[config.mk]
export PLATFORM = sky130hd
export DESIGN_NAME = pdsus_cmp
export DESIGN_NICKNAME = d
export VERILOG_FILES = /design/src/pdsus_pkg.sv /design/src/pdsus_cmp.sv
export SDC_FILE = /design/constraint.sdc
export NUM_CORES = 1
export LEC_CHECK = 0
export BUFFER_PORTS_ARGS = -buffer_cell sky130_fd_sc_hd__buf_4
export CORE_MARGIN = 1
export CORE_UTILIZATION = 45
export CTS_CLUSTER_DIAMETER = 40
export DETAILED_ROUTE_END_ITERATION = 10
export PLACE_DENSITY_LB_ADDON = 0.1
export SLEW_MARGIN = 25
export SYNTH_ARGS = -nofsm -noshare
export SYNTH_HDL_FRONTEND = slang
export SYNTH_SLANG_ARGS = --single-unit
export TNS_END_PERCENT = 30
[constraint.sdc]
create_clock -name clock -period 3.2 [get_ports clock]
set_input_delay 0.64 -clock clock [delete_from_list [all_inputs] [get_ports clock]]
set_output_delay 0.64 -clock clock [all_outputs]
set_load 0.01 [all_outputs]
[src/pdsus_pkg.sv]
// Shared types and codes of the per-dimension sorted set.
package pdsus_pkg;
   typedef enum logic [2:0] {
      ST_INSERTED  = 3'd0,
      ST_DUPLICATE = 3'd1,
      ST_FULL      = 3'd2,
      ST_BAD_DIM   = 3'd3,
      ST_BAD_INDEX = 3'd4,
      ST_READ_OK   = 3'd5
   } status_type;

   localparam logic OP_INSERT = 1'b0;
   localparam logic OP_READ   = 1'b1;

   typedef struct packed {
      logic        op;
      logic [3:0]  dimension;
      logic [63:0] value;
      logic [7:0]  entry_index;
   } req_type;

   typedef struct packed {
      logic [2:0]  status;
      logic [8:0]  position;
      logic [8:0]  list_count;
      logic [63:0] read_value;
   } rsp_type;

   typedef struct packed {
      logic gt;
      logic eq;
   } cmp_type;

   function automatic logic is_nan(input logic [63:0] b);
      return b[62:0] > 63'h7FF0000000000000;
   endfunction

   function automatic logic [63:0] order_key(input logic [63:0] b);
      if (b[62:0] == 63'd0) return 64'h8000000000000000;
      if (b[63]) return ~b;
      return {1'b1, b[62:0]};
   endfunction
endpackage

[src/pdsus_cmp.sv]
// Shared IEEE double compare unit with a registered result.
module pdsus_cmp import pdsus_pkg::*; (
   input  logic        clock,
   input  logic [63:0] a,
   input  logic [63:0] b,
   output cmp_type     res_ff
);
   cmp_type res_in;
   logic    any_nan;

   always_comb begin
      any_nan   = is_nan(a) || is_nan(b);
      res_in.gt = !any_nan && (order_key(a) > order_key(b));
      res_in.eq = !any_nan && (order_key(a) == order_key(b));
   end

   always_ff @(posedge clock) begin
      res_ff <= res_in;
   end
endmodule

== Word level (Yosys, flattened, before mapping) ==
Cells that the tools add are included.

* Div/mod/pow operators: 0
* Shifts and indexed selects: 0
* Bitwise gates (word level): 2
* Multiply operators: 0
* Order comparisons: 3
* Muxes and demuxes: 14
* Reduce and logical (&&, ||, !) cells: 6
* Equality and inequality tests: 1
* Add/subtract/negate cells: 0

{| class="wikitable"
|+ Operator list
! kind !! count
|-
| 2-to-1 mux 64 bit || 8
|-
| inverter 64 bit || 2
|-
| > comparator 63 bit, second input constant || 2
|-
| zero test 63 bit || 2
|-
| equality test 64 bit || 1
|-
| > comparator 64 bit || 1
|-
| 2-to-1 mux 1 bit || 6
|-
| logical AND 1 bit || 2
|-
| zero test 1 bit || 1
|-
| logical OR 1 bit || 1
|}

* Flip-flop bits (word level): 2
* Memory bits (read-only): 0
* Word-level logic and storage cells: 28
* Output and inout bits: 2
* Input bits: 129
* Bits in writable memories: 0
* Memories: 0
* Latch bits: 0

== Longest topological paths before layout ==
* Word-level depth: 7
* Depth in mapped cells: 14
* Gate-level depth less buffers: 12

== Least setup slack after synthesis ==
No wires, ideal clock.

* Path kind: input-to-reg
* From: in a[0]
* To: reg res_ff[1] (netlist name)
* Library setup time: 0.066 ns
* Stages: 14
* Data arrival time: 3.389 ns
* Required time: 3.134 ns
* Buffers on the path: 2
* Setup slack: -0.255 ns
* Cell sequence: nor4_1 -> nand4_1 -> nor4_1 -> and4_1 -> buf_2 -> buf_4 -> nor2_1 -> ha_1 -> nand4_1 -> or4_4 -> nand2b_1 -> o211a_1 -> o22a_1 -> a21oi_2

{| class="wikitable"
|+ RTL lines
! what !! line !! source
|-
| start, declared || pdsus_cmp.sv:4 || <nowiki>input logic [63:0] a,</nowiki>
|-
| end signal, assigned || pdsus_cmp.sv:18 || <nowiki>res_ff <= res_in;</nowiki>
|-
| end, declared || pdsus_cmp.sv:6 || <nowiki>output cmp_type res_ff</nowiki>
|}

==> key figures <==
Run status
  – Status: complete, but fails checks
  – Failing checks: negative setup slack

Yosys
  – Dominant synthesized flop cell: dfxtp_1
  – Yosys top cell area share: 22.6%
  – Sequential fraction of the synthesis area: 1.13%
  – Yosys warnings: 0
  – Syn_area_per_cell: 7.07 sq um
  – Cell taking the most area after synthesis: ha_1
  – Ranking of synthesized cells by area: ha_1 23%, xor2_1 16%, xnor2_1 15%
  – Synthesized area: 3550 sq um
  – Most frequent cell after synthesis: nand2_1
  – Register bit total from synthesis: 2
  – Most instantiated cells after synthesis: 78 x nand2_1, 65 x nor2_1, 64 x ha_1, 64 x xor2_1, 62 x xnor2_1
  – Synth Instances: 502
  – Post-synth EDFFs: 0
  – FFs w/ async S/R, synth: 0%
  – Syn_nets: 695
  – Netlist cell types: 39

Clock network
  – Cts hold-fix bufs: 0
  – Clk slew on worst S/H paths: 0.03 ns
  – Maximum clock insertion buffer count: 2
  – CTS tree: yes
  – Clock sink total: 2
  – Htree depth: 1
  – CTS Buf Count: 3
  – CTS root buffer: clkbuf_8

STA
  – Max-slew violations: 0
  – Relative slew slack: 76.9%
  – RSZ-0062 raised after global routing: yes
  – Hold_ws: 0.979 ns
  – # setup viols final: 2
  – Period utilization: 120%
  – Hold Vio Cnt, Final: 0
  – Worst-Margin Slew: 0.343 ns
  – Tmin final: 3.84 ns
  – Fmax: 260 MHz
  – Worst Slack Setup Final: -0.641 ns

Drt
  – Via count: 4,679
  – Final wirelength: 13,200 um
  – Top layer used by detailed routing: met4
  – Met1 WL: 5570 um
  – Detail Route met2 WL: 6540 um
  – Met3 Wirelength: 761 um
  – DR vias/cell: 5.32
  – Drt pass-1 iters: 4
  – 1st-iter DRT viols: 208
  – Drt wl/cell: 15.0 um
  – Antenna-violating nets left: 0
  – Drt drc: 0

Cells and area
  – Net count, final: 972
  – Top reg by flops: res_ff
  – Top flop regs: res_ff (2)
  – Area delta synth->final: 72.8%
  – Final instance area: 6130 sq um
  – Layout cells sized above 1: 42.7%
  – Largest register FFs: 2
  – ANT cells: 0

Critical path
  – Crit path capture type: flip-flop
  – Most used cell, CP: nor4_4
  – Largest stage delay on the critical path: 0.54 ns
  – WS Path Type: in2reg
  – Max stage delay cell, worst path: or4_4
  – Critical path cell sequence: buf_6, nor4_4, nand4_1, nor4_4, and4_4, buf_8, buf_8, buf_6, nor2_2, ha_1, nand4_1, or4_4, nor4_4, nand2_1, and3b_1
  – Crit start category: input pin
  – CP required: 3.35 ns
  – Crit-path max FO: 5
  – CP Data Arrival Time: 3.99 ns

Global routing
  – Largest net degree at the start of global routing: 29
  – Vias in the first global route: 4,732
  – Global Route Usage Sum: 31.7%
  – Initial antenna violation count: 0
  – Global-route wire length before repair: 21,400 um
  – GR Overflow Total: 0

Floorplanning
  – Die area: 8250 sq um
  – Chip width: 90.8 um
  – Num rows: 32
  – Initial Util: 46.2%
  – Top Ports: 131
  – Core area: 7690 sq um
  – Die Y-Extent: 90.8 um

Run
  – Max Cap Violations: 0

Place
  – Placed inst area: 5750 sq um
  – IO buf count: 130
  – Detailed Place HPWL: 10,100 um
  – Placer congestion estimate: 0.936

Min path
  – Hold path depth: 4
  – Hold crit path type: in2reg

Power and ir drop
  – LEAKAGE: 0.00314 uW
  – Tot Pwr: 1120 uW
  – Worst vdd ir: 0.137 mV
  – PwrDens: 182 nW/um^2
==> where the power goes <==
group / internal [uW] / leakage (uW) / switching [uW]
logic: 533 / 0.00310 / 452
clock network: 79.8 / 0.0000216 / 23.1
registers: 27.5 / 0.0000165 / 1.13
total: 641 / 0.00314 / 477
==> worst max-delay path: cells and delay by family <==
kind	cells	cell delay, ns
AND/OR/NAND/NOR	10	2.61
buffers and inverters	4	0.46
adder cells (fa/ha/maj)	1	0.29
==> final cells by class <==
cell class,instances,area (sq um)
Clock buffer,3,41.3
Timing Repair Buffer,299,2390
Multi-Input combinational cell,472,3530
Tap cell,102,128
Sequential cell,2,40.0
Fill cell,550,1550
Inverter,1,3.75
==> logic make-up after synthesis <==
family          Yosys count  synth area share, %
compound gates           50                 8.46
buf+inv                  28                 5.08
flops                     2                 1.13
fa+ha+maj                64                 22.6
xor+xnor                126                 31.1
simple gates            232                 31.7
==> metrics by stage <==
| stage | setup slack, ns | std cells | TNS (ns) | util (%) |
|---|---|---|---|---|
| after floorplan | -0.176 | 502 | -0.346 | - |
| after global placement | -1.05 | 860 | -2.10 | 74.9 |
| after detailed placement | -1.12 | 860 | -2.23 | 74.9 |
| after CTS | -0.509 | 874 | -1.02 | 79.1 |
| after global routing | -0.727 | 879 | -1.45 | 79.8 |
| final | -0.641 | 879 | -1.25 | 79.8 |
==> layout by cell type, fill, tap and decap left out, drive strengths merged, types with 3 or more instances in the layout <==
| cell type | count |
|---|---|
| buf | 299 |
| nand2 | 78 |
| nor2 | 65 |
| xor2 | 64 |
| ha | 64 |
| xnor2 | 62 |
| nor4 | 33 |
| a21oi | 29 |
| nand4 | 24 |
| nand3 | 11 |
| o21ai | 7 |
| or4 | 5 |
| nand2b | 4 |
| nor3 | 4 |
| clkbuf | 3 |
==> layer usage <==
| layer | up-vias | GRT usage [%] |
|---|---|---|
| met5 | - | 0 |
| met4 | 0 | 8.86 |
| met3 | 32 | 4.46 |
| met2 | 172 | 57.6 |
| met1 | 2165 | 38.5 |
| li1 | 2310 | - |
==> repair_timing <==
action,CTS,global route
endpoints found under the setup margin,2,2
setup buffers,8,7
pin swaps,19,17
cloned,3,0
resized for setup,27,10
==> path summary, 6_finish.rpt <==
path,end,slack [ns],from
setup / recovery,res_ff[0],-0.64,a[20]
hold / removal,res_ff[0],0.98,b[62]
Power figures use the tool's default switching activity.
